$ cat src/rtl/core/hrt_pkg.sv
// shared types, character codes and constants of the request tokenizer
package hrt_pkg;

	// default header limit
	localparam int MAX_HEADERS = 16;

	// beat widths
	localparam int IN_DATA_W  = 8;
	localparam int OUT_DATA_W = 16;

	// characters of interest
	localparam logic [7:0] CH_NUL   = 8'h00;
	localparam logic [7:0] CH_SP    = 8'h20;
	localparam logic [7:0] CH_CR    = 8'h0D;
	localparam logic [7:0] CH_LF    = 8'h0A;
	localparam logic [7:0] CH_COLON = 8'h3A;

	// byte roles
	localparam logic [2:0] ROLE_DELIM   = 3'd0;
	localparam logic [2:0] ROLE_METHOD  = 3'd1;
	localparam logic [2:0] ROLE_URI     = 3'd2;
	localparam logic [2:0] ROLE_VERSION = 3'd3;
	localparam logic [2:0] ROLE_KEY     = 3'd4;
	localparam logic [2:0] ROLE_VALUE   = 3'd5;

	// verdicts
	localparam logic [1:0] VERD_NONE = 2'd0;
	localparam logic [1:0] VERD_ACC  = 2'd1;
	localparam logic [1:0] VERD_REJ  = 2'd2;

	// byte class handed from the front to the back
	typedef enum logic [2:0] {
		CLS_OTHER = 3'd0,
		CLS_SP    = 3'd1,
		CLS_CR    = 3'd2,
		CLS_LF    = 3'd3,
		CLS_COLON = 3'd4,
		CLS_NUL   = 3'd5
	} byte_class_t;

	// parser phase, one-hot
	typedef enum logic [10:0] {
		PH_METHOD  = 11'b000_0000_0001,
		PH_URI     = 11'b000_0000_0010,
		PH_VERSION = 11'b000_0000_0100,
		PH_LINE_LF = 11'b000_0000_1000,
		PH_HDR_GO  = 11'b000_0001_0000,
		PH_KEY     = 11'b000_0010_0000,
		PH_SKIP_SP = 11'b000_0100_0000,
		PH_VALUE   = 11'b000_1000_0000,
		PH_HDR_LF  = 11'b001_0000_0000,
		PH_END_LF  = 11'b010_0000_0000,
		PH_DONE    = 11'b100_0000_0000
	} phase_t;

	// one result beat
	typedef struct packed {
		logic [1:0] verdict;
		logic [4:0] header_count;
		logic [3:0] header_index;
		logic [2:0] byte_role;
	} result_t;

endpackage

$ cat src/rtl/core/hrt_classify.sv
// front stage: takes input beats and reduces each byte to its class
module hrt_classify (
	input  logic                     clk,
	input  logic                     arst_n,
	input  logic                     in_valid,
	output logic                     in_ready,
	input  logic [7:0]               in_byte,
	output logic                     push,
	input  logic                     push_ready,
	output hrt_pkg::byte_class_t     push_class
);

	logic                 v_s1;
	hrt_pkg::byte_class_t cls_s1;
	hrt_pkg::byte_class_t cls_d;

	always_comb begin
		case (in_byte)
			hrt_pkg::CH_NUL:   cls_d = hrt_pkg::CLS_NUL;
			hrt_pkg::CH_SP:    cls_d = hrt_pkg::CLS_SP;
			hrt_pkg::CH_CR:    cls_d = hrt_pkg::CLS_CR;
			hrt_pkg::CH_LF:    cls_d = hrt_pkg::CLS_LF;
			hrt_pkg::CH_COLON: cls_d = hrt_pkg::CLS_COLON;
			default:           cls_d = hrt_pkg::CLS_OTHER;
		endcase
	end

	assign in_ready   = !v_s1 || push_ready;
	assign push       = v_s1;
	assign push_class = cls_s1;

	always_ff @(posedge clk or negedge arst_n) begin
		if (!arst_n) begin
			v_s1 <= 1'b0;
		end else if (in_valid && in_ready) begin
			v_s1 <= 1'b1;
		end else if (push_ready) begin
			v_s1 <= 1'b0;
		end
	end

	always_ff @(posedge clk) begin
		if (in_valid && in_ready) begin
			cls_s1 <= cls_d;
		end
	end

endmodule

$ cat src/rtl/core/hrt_queue.sv
// two-entry queue of byte classes between front and back
module hrt_queue (
	input  logic                 clk,
	input  logic                 arst_n,
	input  logic                 push,
	output logic                 push_ready,
	input  hrt_pkg::byte_class_t push_class,
	output logic                 pop_valid,
	input  logic                 pop,
	output hrt_pkg::byte_class_t pop_class
);

	hrt_pkg::byte_class_t mem_q [2];
	logic                 wr_ptr_q;
	logic                 rd_ptr_q;
	logic [1:0]           count_q;
	logic                 do_push;
	logic                 do_pop;

	assign push_ready = (count_q != 2'd2);
	assign pop_valid  = (count_q != 2'd0);
	assign pop_class  = mem_q[rd_ptr_q];
	assign do_push    = push && push_ready;
	assign do_pop     = pop && pop_valid;

	always_ff @(posedge clk or negedge arst_n) begin
		if (!arst_n) begin
			wr_ptr_q <= 1'b0;
			rd_ptr_q <= 1'b0;
			count_q  <= 2'd0;
		end else begin
			if (do_push) begin
				wr_ptr_q <= !wr_ptr_q;
			end
			if (do_pop) begin
				rd_ptr_q <= !rd_ptr_q;
			end
			if (do_push && !do_pop) begin
				count_q <= count_q + 2'd1;
			end else if (do_pop && !do_push) begin
				count_q <= count_q - 2'd1;
			end
		end
	end

	always_ff @(posedge clk) begin
		if (do_push) begin
			mem_q[wr_ptr_q] <= push_class;
		end
	end

endmodule

$ cat src/rtl/core/hrt_parse.sv
// back stage: request grammar state machine with registered result
module hrt_parse #(
	parameter int MaxHeaders = hrt_pkg::MAX_HEADERS
) (
	input  logic                 clk,
	input  logic                 arst_n,
	input  logic                 pop_valid,
	output logic                 pop,
	input  hrt_pkg::byte_class_t pop_class,
	output logic                 res_valid,
	input  logic                 res_ready,
	output hrt_pkg::result_t     res
);

	localparam int CntW = $clog2(MaxHeaders + 1);

	hrt_pkg::phase_t  phase_q;
	hrt_pkg::phase_t  phase_d;
	logic [CntW-1:0]  hdr_cnt_q;
	logic [CntW-1:0]  hdr_cnt_d;
	logic             rej_q;
	logic             rej_d;
	logic             out_v_q;
	hrt_pkg::result_t res_q;
	hrt_pkg::result_t res_d;
	logic [2:0]       role;
	logic             use_idx;
	logic [1:0]       verdict;
	logic [CntW-1:0]  count_src;
	logic [CntW+4:0]  idx_ext;
	logic [CntW+4:0]  cnt_ext;

	assign pop = pop_valid && (!out_v_q || res_ready);

	always_comb begin
		phase_d   = phase_q;
		hdr_cnt_d = hdr_cnt_q;
		rej_d     = rej_q;
		role      = hrt_pkg::ROLE_DELIM;
		use_idx   = 1'b0;
		verdict   = hrt_pkg::VERD_NONE;
		count_src = hdr_cnt_q;
		if (pop_class == hrt_pkg::CLS_NUL) begin
			// terminator: give verdict, count before the reset
			verdict   = (phase_q == hrt_pkg::PH_DONE && !rej_q) ?
				hrt_pkg::VERD_ACC : hrt_pkg::VERD_REJ;
			phase_d   = hrt_pkg::PH_METHOD;
			hdr_cnt_d = '0;
			rej_d     = 1'b0;
		end else begin
			case (phase_q)
				hrt_pkg::PH_METHOD: begin
					if (pop_class == hrt_pkg::CLS_SP) phase_d = hrt_pkg::PH_URI;
					else role = hrt_pkg::ROLE_METHOD;
				end
				hrt_pkg::PH_URI: begin
					if (pop_class == hrt_pkg::CLS_SP) phase_d = hrt_pkg::PH_VERSION;
					else role = hrt_pkg::ROLE_URI;
				end
				hrt_pkg::PH_VERSION: begin
					if (pop_class == hrt_pkg::CLS_CR) phase_d = hrt_pkg::PH_LINE_LF;
					else role = hrt_pkg::ROLE_VERSION;
				end
				hrt_pkg::PH_LINE_LF: begin
					if (pop_class == hrt_pkg::CLS_LF) phase_d = hrt_pkg::PH_HDR_GO;
				end
				hrt_pkg::PH_HDR_GO, hrt_pkg::PH_KEY: begin
					if (phase_q == hrt_pkg::PH_HDR_GO && pop_class == hrt_pkg::CLS_CR) begin
						phase_d = hrt_pkg::PH_END_LF;
					end else if (pop_class == hrt_pkg::CLS_COLON) begin
						phase_d = hrt_pkg::PH_SKIP_SP;
					end else begin
						phase_d = hrt_pkg::PH_KEY;
						role    = hrt_pkg::ROLE_KEY;
						use_idx = 1'b1;
					end
				end
				hrt_pkg::PH_SKIP_SP: begin
					if (pop_class == hrt_pkg::CLS_SP) phase_d = hrt_pkg::PH_VALUE;
				end
				hrt_pkg::PH_VALUE: begin
					if (pop_class == hrt_pkg::CLS_CR) begin
						phase_d = hrt_pkg::PH_HDR_LF;
					end else begin
						role    = hrt_pkg::ROLE_VALUE;
						use_idx = 1'b1;
					end
				end
				hrt_pkg::PH_HDR_LF: begin
					if (pop_class == hrt_pkg::CLS_LF) begin
						// header complete; one past the limit rejects
						if (hdr_cnt_q >= CntW'(MaxHeaders)) begin
							rej_d   = 1'b1;
							phase_d = hrt_pkg::PH_DONE;
						end else begin
							hdr_cnt_d = hdr_cnt_q + CntW'(1);
							phase_d   = hrt_pkg::PH_HDR_GO;
						end
					end
				end
				hrt_pkg::PH_END_LF: begin
					if (pop_class == hrt_pkg::CLS_LF) phase_d = hrt_pkg::PH_DONE;
				end
				default: begin
					phase_d = hrt_pkg::PH_DONE;
				end
			endcase
			count_src = hdr_cnt_d;
		end
	end

	assign idx_ext = {5'd0, hdr_cnt_q};
	assign cnt_ext = {5'd0, count_src};

	always_comb begin
		res_d.byte_role    = role;
		res_d.header_index = use_idx ? idx_ext[3:0] : 4'd0;
		res_d.header_count = cnt_ext[4:0];
		res_d.verdict      = verdict;
	end

	always_ff @(posedge clk or negedge arst_n) begin
		if (!arst_n) begin
			phase_q   <= hrt_pkg::PH_METHOD;
			hdr_cnt_q <= '0;
			rej_q     <= 1'b0;
			out_v_q   <= 1'b0;
		end else begin
			if (pop) begin
				phase_q   <= phase_d;
				hdr_cnt_q <= hdr_cnt_d;
				rej_q     <= rej_d;
				out_v_q   <= 1'b1;
			end else if (res_ready) begin
				out_v_q <= 1'b0;
			end
		end
	end

	always_ff @(posedge clk) begin
		if (pop) begin
			res_q <= res_d;
		end
	end

	assign res_valid = out_v_q;
	assign res       = res_q;

`ifndef SYNTHESIS
	a_phase_onehot: assert property (@(posedge clk) disable iff (!arst_n)
		$onehot(phase_q))
		else $error("parser phase not one-hot");

	a_cnt_limit: assert property (@(posedge clk) disable iff (!arst_n)
		hdr_cnt_q <= CntW'(MaxHeaders))
		else $error("header count beyond limit");

	a_rej_done: assert property (@(posedge clk) disable iff (!arst_n)
		rej_q |-> phase_q == hrt_pkg::PH_DONE)
		else $error("reject flag outside done phase");

	a_term_reset: assert property (@(posedge clk) disable iff (!arst_n)
		(pop && pop_class == hrt_pkg::CLS_NUL) |=>
		(phase_q == hrt_pkg::PH_METHOD && hdr_cnt_q == '0 && !rej_q &&
		res_q.verdict != hrt_pkg::VERD_NONE))
		else $error("terminator did not reset parser");
`endif

endmodule

$ cat src/rtl/core/http_request_tokenizer.sv
// top level of the request tokenizer: classify front, class queue, parser back
// path: an accepted byte passes the front class register, a queue entry and the parser output register
// throughput: one byte per cycle sustained while m_tready stays high; the two-entry queue
// and the output register let input and output stall independently
// reset: arst_n clears all valid flags, the queue and the parser state at once;
// the parser starts in the method phase with zero headers and no reject
module http_request_tokenizer #(
	parameter int MaxHeaders = hrt_pkg::MAX_HEADERS
) (
	input  logic                           clk,
	input  logic                           arst_n,
	// input beats
	input  logic                           s_tvalid,
	output logic                           s_tready,
	input  logic [hrt_pkg::IN_DATA_W-1:0]  s_tdata,  // [7:0] data_byte
	// result beats
	output logic                           m_tvalid,
	input  logic                           m_tready,
	output logic [hrt_pkg::OUT_DATA_W-1:0] m_tdata   // [2:0] byte_role, [6:3] header_index,
	                                                 // [11:7] header_count, [13:12] verdict,
	                                                 // [15:14] zero
);

	// front to queue
	logic                 push;
	logic                 push_ready;
	hrt_pkg::byte_class_t push_class;
	// queue to back
	logic                 pop_valid;
	logic                 pop;
	hrt_pkg::byte_class_t pop_class;
	// back result
	hrt_pkg::result_t     res;

	// front: one register stage holding the class of each accepted byte
	hrt_classify u_classify (
		.clk        (clk),
		.arst_n     (arst_n),
		.in_valid   (s_tvalid),
		.in_ready   (s_tready),
		.in_byte    (s_tdata),
		.push       (push),
		.push_ready (push_ready),
		.push_class (push_class)
	);

	// decoupling queue, full rate with simultaneous push and pop
	hrt_queue u_queue (
		.clk        (clk),
		.arst_n     (arst_n),
		.push       (push),
		.push_ready (push_ready),
		.push_class (push_class),
		.pop_valid  (pop_valid),
		.pop        (pop),
		.pop_class  (pop_class)
	);

	// back: grammar state machine, one class per cycle into the output register while the result side is ready
	hrt_parse #(
		.MaxHeaders (MaxHeaders)
	) u_parse (
		.clk       (clk),
		.arst_n    (arst_n),
		.pop_valid (pop_valid),
		.pop       (pop),
		.pop_class (pop_class),
		.res_valid (m_tvalid),
		.res_ready (m_tready),
		.res       (res)
	);

	// pack result fields, lowest field first, zero fill to whole bytes
	assign m_tdata = {2'b00, res};

endmodule

$ cat config.mk
export PLATFORM = sky130hd
export DESIGN_NAME = http_request_tokenizer
export DESIGN_NICKNAME = d
export VERILOG_FILES = /design/src/rtl/core/hrt_pkg.sv /design/src/rtl/core/hrt_classify.sv /design/src/rtl/core/hrt_queue.sv /design/src/rtl/core/hrt_parse.sv /design/src/rtl/core/http_request_tokenizer.sv
export SDC_FILE = /design/constraint.sdc
export NUM_CORES = 1
export LEC_CHECK = 0
export ABC_AREA = 1
export BUFFER_PORTS_ARGS = -buffer_cell sky130_fd_sc_hd__buf_2
export CORE_MARGIN = 1.5
export CORE_UTILIZATION = 58
export CTS_BUF_LIST = sky130_fd_sc_hd__clkbuf_16
export CTS_CLUSTER_DIAMETER = 150
export DETAILED_ROUTE_END_ITERATION = 7
export GPL_ROUTABILITY_DRIVEN = 0
export PLACE_DENSITY_LB_ADDON = 0.25
export SLEW_MARGIN = 20
export SYNTH_ARGS = -nofsm -noshare
export SYNTH_HDL_FRONTEND = slang
export SYNTH_SLANG_ARGS = --single-unit
$ cat constraint.sdc
create_clock -name clk -period 2.95 [get_ports clk]
set_clock_uncertainty 0.15 [all_clocks]
set_input_delay 0.1475 -clock clk [delete_from_list [all_inputs] [get_ports clk]]
set_output_delay 0.1475 -clock clk [all_outputs]
set_load 0.1 [all_outputs]
## Word-level counts from Yosys, hierarchy flattened

Memory sizes are Yosys's and may differ from the RTL's.
Cells that the tools add are included.

| word-level totals | value |
|---|---|
| memories | 1 |
| RAM bits | 6 |
| input port bits | 12 |
| word-level logic and storage cells | 119 |
| memory bits (read-only) | 0 |
| bits in registers | 40 |
| bits in latches | 0 |

| cells by class | value |
|---|---|
| order comparisons | 1 |
| divide/modulo/power cells | 0 |
| bitwise operators | 0 |
| multiply operators | 0 |
| add/sub/neg operators | 3 |
| shifts and indexed selects | 0 |
| reductions and logical operators | 28 |
| multiplexer cells | 44 |
| eq/ne operators | 29 |

Memories:

| name | depth | width | read ports | clocked after memory_dff | wr ports | RTL line | RTL |
|---|---|---|---|---|---|---|---|
| u_queue.mem_q | 2 | 3 | 1 | 0 | 1 | hrt_queue.sv:13 | `hrt_pkg::byte_class_t mem_q [2];` |

Operators with widths:

| kind | count |
|---|---|
| 11-bit 2-to-1 mux | 11 |
| 11-bit case mux with 9 select lines | 1 |
| 3-bit case mux with 5 select lines | 2 |
| 5-bit 2-to-1 mux | 5 |
| 3-bit by 1-bit != test with 1-bit output, second input constant | 8 |
| 8-bit by 4-bit == test with 1-bit output, second input constant | 2 |
| 8-bit by 6-bit == test with 1-bit output, second input constant | 2 |
| 1-bit 2-to-1 mux | 15 |
| 2-bit nonzero test | 7 |
| 11-bit by 1-bit == test with 1-bit output, second input constant | 1 |
| 11-bit by 10-bit == test with 1-bit output, second input constant | 1 |
| 11-bit == test, second input constant | 1 |
| 11-bit by 2-bit == test with 1-bit output, second input constant | 1 |
| 11-bit by 3-bit == test with 1-bit output, second input constant | 1 |
| 11-bit by 4-bit == test with 1-bit output, second input constant | 1 |
| 11-bit by 5-bit == test with 1-bit output, second input constant | 1 |
| 11-bit by 6-bit == test with 1-bit output, second input constant | 1 |
| 11-bit by 7-bit == test with 1-bit output, second input constant | 1 |
| 11-bit by 8-bit == test with 1-bit output, second input constant | 1 |
| 11-bit by 9-bit == test with 1-bit output, second input constant | 1 |
| 2-bit 2-to-1 mux | 5 |
| 3-bit 2-to-1 mux | 3 |
| 9-bit AND reduction | 1 |
| 1-bit logical AND | 8 |
| other kinds (15) | 24 |

## Logic depth before layout (Yosys ltp)

Gate-level depths: netlist of the first run.

| depth | value |
|---|---|
| depth in word-level cells | 7 |
| mapped depth | 13 |
| mapped depth without buffers | 11 |

## Hierarchy

A second synthesis of the first run with hierarchy kept.

| unflattened totals | value |
|---|---|
| cell total of the unflattened synthesis | 308 |
| area total of the unflattened synthesis | 2593.7 sq um |

Modules (own cells, without submodules):

| module | area an instance (sq um) | cells each | instances |
|---|---|---|---|
| hrt_parse | 1866.8 | 226 | 1 |
| hrt_queue | 459.2 | 44 | 1 |
| hrt_classify | 249.0 | 35 | 1 |
| http_request_tokenizer | 18.8 | 3 | 1 |

## Worst setup path before layout of the first run

OpenSTA, ideal clock, no wires.

| path | value |
|---|---|
| kind | register to register |
| start point | register u_parse.out_v_q (netlist: u_parse.res_valid) |
| end point | register u_queue.count_q[1] |
| setup slack | -0.249 ns |
| arrival time | 2.918 ns |
| library setup time | 0.131 ns |
| cell stages (with the launch flop) | 10 |
| buffers on the path | 1 |
| path through | dfrtp_1 > inv_1 > nor2_1 > a21oi_1 > inv_1 > clkbuf_1 > ha_1 > a21oi_1 > o21ai_0 > xor2_1 |

| between the ends | value |
|---|---|
| cells in the longest elaborated chain, start to end | 7 |

Ends and longest elaborated chain:

| what | RTL line | RTL |
|---|---|---|
| from (decl) | hrt_parse.sv:23 | `logic out_v_q;` |
| from (signal assigned) | hrt_parse.sv:127 | `out_v_q <= 1'b0;` |
| from (signal assigned) | hrt_parse.sv:133 | `out_v_q <= 1'b1;` |
| from (signal assigned) | hrt_parse.sv:135 | `out_v_q <= 1'b0;` |
| 1-bit logical NOT (*) | hrt_parse.sv:33 | `assign pop = pop_valid && (!out_v_q \|\| res_ready);` |
| 1-bit logical OR (*) | hrt_parse.sv:33 |  |
| 1-bit logical AND (*) | hrt_parse.sv:33 |  |
| via pop | http_request_tokenizer.sv:30 | `logic pop;` |
| 1-bit logical AND (*) | hrt_queue.sv:24 | `assign do_pop = pop && pop_valid;` |
| 1-bit logical NOT | hrt_queue.sv:38 | `if (do_push && !do_pop) begin` |
| 1-bit logical AND | hrt_queue.sv:38 |  |
| 2-bit 2-to-1 mux or 2-bit nonzero test (tied branches) | n/a |  |
| to (signal assigned) | hrt_queue.sv:39 | `count_q <= count_q + 2'd1;` |
| to (signal assigned) | hrt_queue.sv:41 | `count_q <= count_q - 2'd1;` |
| to (decl) | hrt_queue.sv:16 | `logic [1:0] count_q;` |

The timed path passes the listed nets; every way through them passes the cells marked *.
A chain may end at the register's enable or synchronous reset.

## Worst setup path in the final report of the first run

| path | value |
|---|---|
| start point | register u_queue.rd_ptr_q |
| end point | register u_parse.phase_q[9] |

| between the ends | value |
|---|---|
| cells in the longest elaborated chain, start to end | 6 |

Ends and longest elaborated chain:

| what | RTL line | RTL |
|---|---|---|
| from (decl) | hrt_queue.sv:15 | `logic rd_ptr_q;` |
| from (signal assigned) | hrt_queue.sv:36 | `rd_ptr_q <= !rd_ptr_q;` |
| memory 2 x 3 bit (*) | n/a |  |
| 3-bit by 2-bit == test with 1-bit output | hrt_parse.sv:61, hrt_parse.sv:68, hrt_parse.sv:82 |  |
| 1-bit logical AND | hrt_parse.sv:68 | `if (phase_q == hrt_pkg::PH_HDR_GO && pop_class == hrt_pkg::CLS_CR) begin` |
| 11-bit 2-to-1 mux | hrt_parse.sv:68 |  |
| 11-bit case mux with 9 select lines | hrt_parse.sv:51 | `case (phase_q)` |
| 11-bit 2-to-1 mux | hrt_parse.sv:43 | `if (pop_class == hrt_pkg::CLS_NUL) begin` |
| to (signal assigned) | hrt_parse.sv:124 | `phase_q <= hrt_pkg::PH_METHOD;` |
| to (signal assigned) | hrt_parse.sv:130 | `phase_q <= phase_d;` |
| to (decl) | hrt_parse.sv:17 | `hrt_pkg::phase_t phase_q;` |

Every way passes the cells marked *; elsewhere a longest branch is shown, timed or not.

==> reports/qor.csv, run 1 <==
stage;metric;value;unit
sta;tightestPinTransition;511;ps
floorplanning;die_h;68.8;um
power;power_leakage;1.37;nW
global_routing;grt_max_degree;24;
power;peakVddDrop;793;uV
sta;whs;105;ps
global_routing;grt_pass1_wl;8110;um
worst_setup_path;cp_top_family;simple AND/OR/NAND/NOR gates;
worst_setup_path;crit_fanout;11;
worst_setup_path;critPathMostFrequentCell;nand2_1;
synthesis;yosysUniqueCellTypes;37;
cells_and_area;multi_input_area;1040;um2
detailed_routing;wl_per_cell;13.1;um
clock_network;clock_latency;280;ps
sta;rsz0062_at_grt;false;
power;power_density;1190;nW/um2
clock_network;cts_resized;0;
detailed_routing;drt_iter0_drc;190;
global_routing;antenna_found_initial;0;
synthesis;netlist_area;2510;um2
worst_hold_path;min_to;u_classify.push_class[0];
detailed_routing;via_count;2067;
synthesis;synth_edf_count;23;
synthesis;synth_seq_area_share;50.5;%
floorplanning;core_area;4090;um2
worst_setup_path;required;2970;ps
detailed_routing;wl;4960;um
worst_setup_path;r2r-start;u_queue.rd_ptr_q;
sta;finalSetupTns;0;ps
clock_network;cts_tree;yes;
detailed_routing;firstDrtPassIters;4;
detailed_routing;ant_nets;0;
worst_hold_path;holdPathStages;3;
synthesis;yosys_warnings;0;
placement;placement.io_buffers;27;
floorplanning;die_w;68.8;um
cells_and_area;fin_nets;343;
flow_run;max_cap_violations;0;
cells_and_area;fillers;314;
sta;finalCritPeriodShare;77.4;%
sta;setup_violations;0;
clock_network;cts_buffer_depth;2;
global_routing;overflow;0;
detailed_routing;drc;0;
clock_network;cts.sinks;46;
worst_setup_path;ff2ff_setup_slack;670;ps
placement;dp_hpwl;3600;um
global_routing;grt_pass1_vias;1825;
worst_hold_path;holdCritStartpoint;s_tdata[4];
worst_hold_path;hp-class;input pin to flop;
synthesis;async_reset_ff_share;50.0;%
worst_setup_path;worstPathArrival;2300;ps
cells_and_area;seqCellArea;1270;um2
synthesis;syn_inst;296;
synthesis;avgSynthCellArea;8.48;um2
run_status;status;finished clean;
detailed_routing;viasPerCell;5.45;
worst_setup_path;worstPathCellList;nand2_1, nand2_2, nand3_2, nand2_1, inv_1, a21oi_2, nand2_1, nand2_1, nand2_1;
sta;slew_headroom;65.6;%
sta;hold_viol;0;
floorplanning;fp-row-count;23;
synthesis;ys_ff_latch;46;
global_routing;gr-usage-all-layers;23.7;%
clock_network;path_clk_slew;60;ps
floorplanning;start_util;61.5;%
worst_setup_path;r2r_cells;9;
clock_network;cts_inserted_buffers;5;
cells_and_area;antennaDiodeCount;0;
floorplanning;boundaryPins;30;
worst_setup_path;critPathBufInv;1;
worst_setup_path;r2r_end;u_parse.phase_q[9];
worst_setup_path;cp_slowest_cell;dfrtp_1;
synthesis;synth_flop_cell;edfxtp_1;
worst_setup_path;critical_path_class;flop to flop;
worst_setup_path;worst_setup_path_end_kind;flop;
sta;timing.fmax;0.438;GHz
floorplanning;dieArea;4730;um2
worst_setup_path;start_kind;flop;
sta;fin_crit;2280;ps
worst_setup_path;max_stage_delay;550;ps
cells_and_area;area_delta_synth_final;13.4;%
clock_network;htree_levels;2;
clock_network;root_buffer;clkbuf_16;
sta;drv_slew;0;
cells_and_area;drive_above_1_share;19.5;%
[cells in the mapped netlist (2+ instances only)]
| cell | instances | area share (%) |
|---|---|---|
| nand2_2 | 9 | 2.2 |
| buf_6 | 2 | 0.90 |
| buf_4 | 3 | 0.90 |
| xor2_1 | 2 | 0.70 |
| ha_1 | 3 | 1.5 |
| clkbuf_1 | 3 | 0.45 |
| nand3_2 | 4 | 1.6 |
| inv_1 | 37 | 5.5 |
| o21ai_0 | 10 | 2.0 |
| nor2_2 | 4 | 1.0 |
| nand3b_1 | 2 | 0.60 |
| nand2_1 | 73 | 11 |
| nor2_4 | 2 | 0.90 |
| dfrtp_1 | 22 | 22 |
| o21ai_1 | 5 | 1.0 |
| nand3_1 | 19 | 3.8 |
| edfxtp_1 | 23 | 28 |
| a21oi_1 | 5 | 1.0 |
| nor2_1 | 30 | 4.5 |
| nand4_1 | 11 | 2.7 |
| nor3_1 | 8 | 1.6 |
| nor4_1 | 4 | 1.0 |
[worst max-delay path by stage]
stage                            startpoint             endpoint  slack [ps]  cells after the start
after global placement     u_queue.rd_ptr_q  u_parse.phase_q[10]         760                      9
after floorplan           u_parse.res_valid   u_queue.count_q[1]         150                      9
final                      u_queue.rd_ptr_q   u_parse.phase_q[9]         670                      9
after global routing       u_queue.rd_ptr_q  u_parse.phase_q[10]         420                      9
after CTS                  u_queue.rd_ptr_q   u_parse.phase_q[9]         690                      9
after detailed placement   u_queue.rd_ptr_q   u_parse.phase_q[9]         720                      9
[logic make-up after synthesis]
logic type      synth area share (%)
compound gates                  5.83
buf+inv                         8.42
fa+ha+maj                       1.49
other cells                    0.149
xor+xnor                        1.05
simple gates                    32.6
flops                           50.5
[power by group]
group	switching (mW)	internal [mW]
sequential	0.132	0.937
clock	0.222	0.310
combinational	1.44	0.351
[cell usage in the layout (no fill, tap or decap), drive strengths merged, types with 4 or more instances in the layout]
cell type	n
nand4	11
o21ai	16
nor3	10
buf	29
inv	40
nand2	82
nand3	24
edfxtp	23
clkbuf	5
nor2	36
a21oi	6
dfrtp	22
nor4	4
[registers in the layout, indices dropped and copies added (netlist names)]
name / count
u_queue.mem_q: 6
u_parse.phase_q: 11
u_queue.rd_ptr_q: 1
u_parse.res_valid: 1
u_queue.wr_ptr_q: 1
u_parse.res: 14
u_parse.rej_q: 1
u_queue.count_q: 2
u_classify.push_class: 3
u_parse.hdr_cnt_q: 5
u_classify.push: 1
[layout make-up]
type / instances / area share (%)
flip-flops and latches: 46 / 44.5
multi-input cells: 203 / 36.5
repair buffers: 32 / 6.33
inverters: 40 / 5.45
clock buffers: 5 / 4.39
well taps: 50 / 2.20
clock inverters: 3 / 0.615
[worst register-to-register path, cell delays in order, from the launching register on]
cell and delay, ps:
dfrtp_1 550, nand2_1 120, nand2_2 160, nand3_2 130, nand2_1 80, inv_1 40
a21oi_2 370, nand2_1 350, nand2_1 150, nand2_1 60
[repair_timing]
| action | 4_1_cts | 5_1_grt |
|---|---|---|
| hold buffers | 3 | 0 |
| buffers inserted | 0 | 0 |
| setup endpoints to repair | 0 | 0 |
| hold endpoints to repair | 24 | 0 |
[metrics by stage]
| step | area [um2] | setup WS (ps) | cells | power, mW | utilization (%) |
|---|---|---|---|---|---|
| after floorplan | 2520 | 146 | 297 | 2.59 | - |
| after global placement | 2680 | 761 | 368 | 2.81 | 65.5 |
| after detailed placement | 2680 | 716 | 368 | 2.85 | 65.5 |
| after CTS | 2850 | 687 | 379 | 3.39 | 69.7 |
| after global routing | 2850 | 422 | 379 | 3.60 | 69.7 |
| final | 2850 | 668 | 379 | 3.39 | 69.7 |
[layer usage]
metal  vias up  wire (um)  GRT usage [%]
li1       1028          -              -
met1       934       2190           30.6
met2        93       2400           39.2
met3        12        269           4.87
met4         0         97           9.07
met5         -          0              0
No activity file was read; power rests on OpenSTA's default activity.
==> inputs of run 2 (changes only) <==
==> constraint.sdc (replaced) <==
create_clock -name clk -period 2.38 [get_ports clk]
set_clock_uncertainty 0.15 [all_clocks]
set_input_delay 0.119 -clock clk [delete_from_list [all_inputs] [get_ports clk]]
set_output_delay 0.119 -clock clk [all_outputs]
set_load 0.1 [all_outputs]
==> reports/qor.csv, run 2 (synthesized netlist as in run 1, its figures left out) <==
stage;metric;value;unit
run_status;status;finished clean;
global_routing;antenna_found_initial;0;
floorplanning;fp-row-count;23;
clock_network;clock_latency;290;ps
clock_network;root_buffer;clkbuf_16;
power;peakVddDrop;1490;uV
floorplanning;start_util;61.5;%
clock_network;cts_tree;yes;
cells_and_area;largest_reg_flops;14;
clock_network;cts_resized;0;
power;power_leakage;1.39;nW
cells_and_area;seqCellArea;1270;um2
worst_setup_path;worst_setup_path_end_kind;flop;
global_routing;grt_max_degree;24;
placement;pre_cts_slack;266;ps
worst_setup_path;required;2400;ps
sta;finalSetupTns;0;ps
global_routing;grt_pass1_wl;8070;um
sta;finalCritPeriodShare;90.6;%
floorplanning;die_w;68.8;um
worst_hold_path;hp-class;input pin to flop;
worst_setup_path;crit_fanout;11;
detailed_routing;ant_nets;0;
global_routing;overflow;0;
detailed_routing;firstDrtPassIters;4;
sta;tightestPinTransition;544;ps
sta;slew_headroom;63.7;%
global_routing;gr-usage-all-layers;23.5;%
sta;timing.fmax;0.464;GHz
placement;dp_hpwl;3630;um
detailed_routing;viasPerCell;5.39;
detailed_routing;wl;4940;um
cells_and_area;layout_commonest_cell;nand2_1;
cells_and_area;multi_input_area;1050;um2
worst_hold_path;holdPathStages;3;
clock_network;cts_buffer_depth;2;
global_routing;grt_pass1_vias;1933;
cells_and_area;area_delta_synth_final;15.2;%
cells_and_area;fillers;302;
worst_setup_path;start_kind;flop;
cells_and_area;drive_above_1_share;20.6;%
worst_setup_path;r2r_cells;9;
detailed_routing;via_count;2048;
worst_setup_path;critical_path_class;flop to flop;
sta;whs;89.3;ps
detailed_routing;wl_per_cell;13.0;um
cells_and_area;fin_nets;344;
placement;placement.io_buffers;27;
clock_network;post_cts_buffers;0;
floorplanning;die_h;68.8;um
sta;rsz0062_at_grt;false;
floorplanning;core_area;4090;um2
power;power_density;1510;nW/um2
sta;fin_crit;2160;ps
sta;drv_slew;0;
flow_run;max_cap_violations;0;
clock_network;htree_levels;2;
sta;setup_violations;0;
sta;setup_slack;224;ps
clock_network;path_clk_slew;60;ps
floorplanning;boundaryPins;30;
sta;hold_viol;0;
cells_and_area;antennaDiodeCount;0;
cells_and_area;layout_common_cells;73 x nand2_1, 36 x inv_1, 30 x nor2_1;
worst_setup_path;worstPathArrival;2180;ps
clock_network;cts.sinks;46;
detailed_routing;drc;0;
clock_network;cts_inserted_buffers;5;
floorplanning;dieArea;4730;um2
detailed_routing;drt_iter0_drc;209;
[run 2: metrics by stage]
stage                     power [mW]  util [%]  cells  cell area [um2]
final                           4.37      70.8    380             2890
after global routing            4.62      70.8    380             2890
after CTS                       4.39      70.8    380             2890
after detailed placement        3.58      65.9    369             2690
after global placement          3.52      65.9    369             2690
after floorplan                 3.24         -    297             2530
[run 2: cell type report]
cell class | instances | area share (%)
Clock buffer | 5 | 4.33
Multi-Input combinational cell | 203 | 36.2
Tap cell | 50 | 2.16
Inverter | 40 | 5.36
Clock inverter | 3 | 1.51
Sequential cell | 46 | 43.9
Timing Repair Buffer | 33 | 6.49
[run 2: critical path: stages (launching register included)]
cell and delay, ps:
dfrtp_1 530, nand2_1 120, nand2_2 160, nand3_2 230, nand2_1 140, inv_1 60
a21oi_2 170, nand2_1 270, nand2_1 150, nand2_1 70
[run 2: final timing paths]
kind	from	to	slack [ps]
min in group asynchronous	arst_n	u_queue.count_q[0]	200
max	u_queue.rd_ptr_q	u_parse.phase_q[10]	220
min	s_tdata[4]	u_classify.push_class[0]	90
max in group asynchronous	arst_n	u_parse.res_valid	1470
min reg2reg	u_classify.push_class[1]	u_queue.mem_q[0][1]	310
max reg2reg	u_queue.rd_ptr_q	u_parse.phase_q[10]	220
[run 2: layer usage]
metal | vias to the layer above | wire, um | GRT usage, %
li1 | 1032 | - | -
met5 | - | 0 | 0
met2 | 60 | 2410 | 40.0
met1 | 945 | 2160 | 28.0
met3 | 11 | 267 | 5.68
met4 | 0 | 99 | 11.0
[run 2: repair_timing]
item | CTS | global route
hold buffers | 3 | 0
endpoints found under the setup margin | 0 | 0
hold endpoints to repair | 24 | 0
[run 2: report_power, final]
part           total, mW  switching, mW  leakage, nW  internal (mW)
combinational       2.26           1.81        0.773          0.454
clock              0.785          0.289       0.0842          0.497
sequential          1.32          0.153        0.530           1.17
==> inputs of run 3 (changes only) <==
--- a/config.mk
+++ b/config.mk
@@ -9,7 +9,6 @@
 export BUFFER_PORTS_ARGS = -buffer_cell sky130_fd_sc_hd__buf_2
 export CORE_MARGIN = 1.5
 export CORE_UTILIZATION = 58
-export CTS_BUF_LIST = sky130_fd_sc_hd__clkbuf_16
 export CTS_CLUSTER_DIAMETER = 150
 export DETAILED_ROUTE_END_ITERATION = 7
 export GPL_ROUTABILITY_DRIVEN = 0
==> reports/qor.csv, run 3 (synthesized netlist as in run 1, its figures left out) <==
stage;metric;value;unit
cells_and_area;layout_common_cells;73 x nand2_1, 36 x inv_1, 30 x nor2_1;
detailed_routing;ant_nets;0;
cells_and_area;layout_commonest_cell;nand2_1;
global_routing;gr-usage-all-layers;23.2;%
cells_and_area;area_delta_synth_final;13.0;%
power;p_comb_share;54.2;%
cells_and_area;largest_reg_flops;14;
worst_setup_path;worstPathArrival;2180;ps
worst_setup_path;critPathMostFrequentCell;nand2_1;
run_status;status;finished clean;
clock_network;clock_latency;310;ps
sta;timing.fmax;0.470;GHz
power;p_clk_share;14.1;%
worst_hold_path;hp-class;input pin to flop;
floorplanning;fp-row-count;23;
placement;dp_hpwl;3630;um
sta;drv_slew;0;
clock_network;path_clk_slew;80;ps
worst_setup_path;critical_path_class;flop to flop;
global_routing;grt_pass1_vias;1893;
cells_and_area;final_cell_area;2840;um2
placement;post_dp_cell_area;2690;um2
detailed_routing;via_count;2040;
clock_network;postCtsHoldBufs;3;
power;peakVddDrop;1420;uV
worst_setup_path;start_kind;flop;
worst_setup_path;worst_setup_path_end_kind;flop;
sta;finalCritPeriodShare;89.4;%
cells_and_area;fin_nets;344;
sta;rsz0062_at_grt;false;
placement;pre_cts_slack;266;ps
sta;setup_slack;253;ps
flow_run;max_cap_violations;0;
power;internal_power;1.93;mW
clock_network;cts_tree;yes;
floorplanning;core_area;4090;um2
clock_network;htree_levels;2;
worst_setup_path;max_stage_delay;540;ps
placement;placement.io_buffers;27;
cells_and_area;antennaDiodeCount;0;
sta;setup_violations;0;
sta;fin_crit;2130;ps
clock_network;cts.sinks;46;
cells_and_area;instances_no_fill;380;
global_routing;grt_max_degree;24;
global_routing;antenna_found_initial;0;
worst_setup_path;crit_fanout;13;
power;swShare;53.5;%
sta;slew_headroom;64.1;%
detailed_routing;drt_iter0_drc;179;
floorplanning;start_util;61.5;%
detailed_routing;viasPerCell;5.37;
power;power_frac_seq;31.7;%
power;power_density;1470;nW/um2
clock_network;cts_resized;0;
clock_network;root_buffer;clkbuf_8;
worst_setup_path;worstPathCellList;nand2_1, nand2_2, nand3_2, buf_4, o21ai_2, nand2_1, nand2_1, nand2_1;
worst_setup_path;required;2430;ps
detailed_routing;wl;4840;um
sta;tightestPinTransition;538;ps
detailed_routing;drc;0;
placement;dp_cells;369;
floorplanning;die_h;68.8;um
clock_network;cts_inserted_buffers;5;
clock_network;post_cts_buffers;0;
floorplanning;dieArea;4730;um2
power;p_switching;2.22;mW
sta;hold_viol;0;
floorplanning;die_w;68.8;um
clock_network;cts_buffer_depth;2;
worst_setup_path;cp_slowest_cell;dfrtp_1;
detailed_routing;firstDrtPassIters;4;
global_routing;grt_pass1_wl;7910;um
cells_and_area;drive_above_1_share;20.6;%
global_routing;overflow;0;
sta;finalSetupTns;0;ps
detailed_routing;wl_per_cell;12.7;um
floorplanning;boundaryPins;30;
power;power_leakage;1.36;nW
cells_and_area;final_util;69.4;%
-- run 3: cell counts in the layout (fill, tap and decap cells not counted) --
Identical to the previous run, type by type.
-- run 3: worst max-delay path, delay by kind of cell, from the launching register on --
kind,cells,cell delay [ps]
simple gates,6,1000
compound gates,1,90
flops,1,540
buf+inv,1,260
-- run 3: power by group through the flow --
stage	combinational [mW]	sequential [mW]	clock [mW]
finish	2.25	1.32	0.586
detailed placement	2.25	1.33	0
floorplan	1.12	2.12	0
global route	2.42	1.36	0.629
CTS	2.25	1.32	0.599
global placement	2.19	1.33	0
-- run 3: path summary, 6_finish.rpt --
kind / startpoint / end / slack [ps] / cells past startpoint
min in group asynchronous: arst_n / u_queue.count_q[0] / 170 / 2
worst max-delay path: u_queue.rd_ptr_q / u_parse.phase_q[10] / 250 / 8
worst min-delay path: s_tdata[4] / u_classify.push_class[0] / 60 / 3
max in group asynchronous: arst_n / u_parse.res_valid / 1510 / 2
worst max register to register: u_queue.rd_ptr_q / u_parse.phase_q[10] / 250 / 8
worst min register to register: u_classify.push_class[1] / u_queue.mem_q[0][1] / 310 / 0
-- run 3: through the flow --
step | hold slack [ps] | power (mW)
detailed placement | -26.9 | 3.58
floorplan | -327 | 3.24
global placement | -28.7 | 3.52
finish | 63.3 | 4.16
global route | 72.0 | 4.41
CTS | 56.7 | 4.17
-- run 3: layout make-up --
type	instances	area, um2
clock inverters	3	43.8
inverters	40	155
flip-flops and latches	46	1270
multi-input cells	203	1050
fillers	321	1250
repair buffers	33	188
well taps	50	62.6
clock buffers	5	68.8
-- run 3: metal layers --
metal / global-route usage (%) / wire [um]
met1: 27.9 / 2100
met2: 39.2 / 2370
met3: 6.33 / 272
met4: 10.0 / 90
met5: 0 / 0
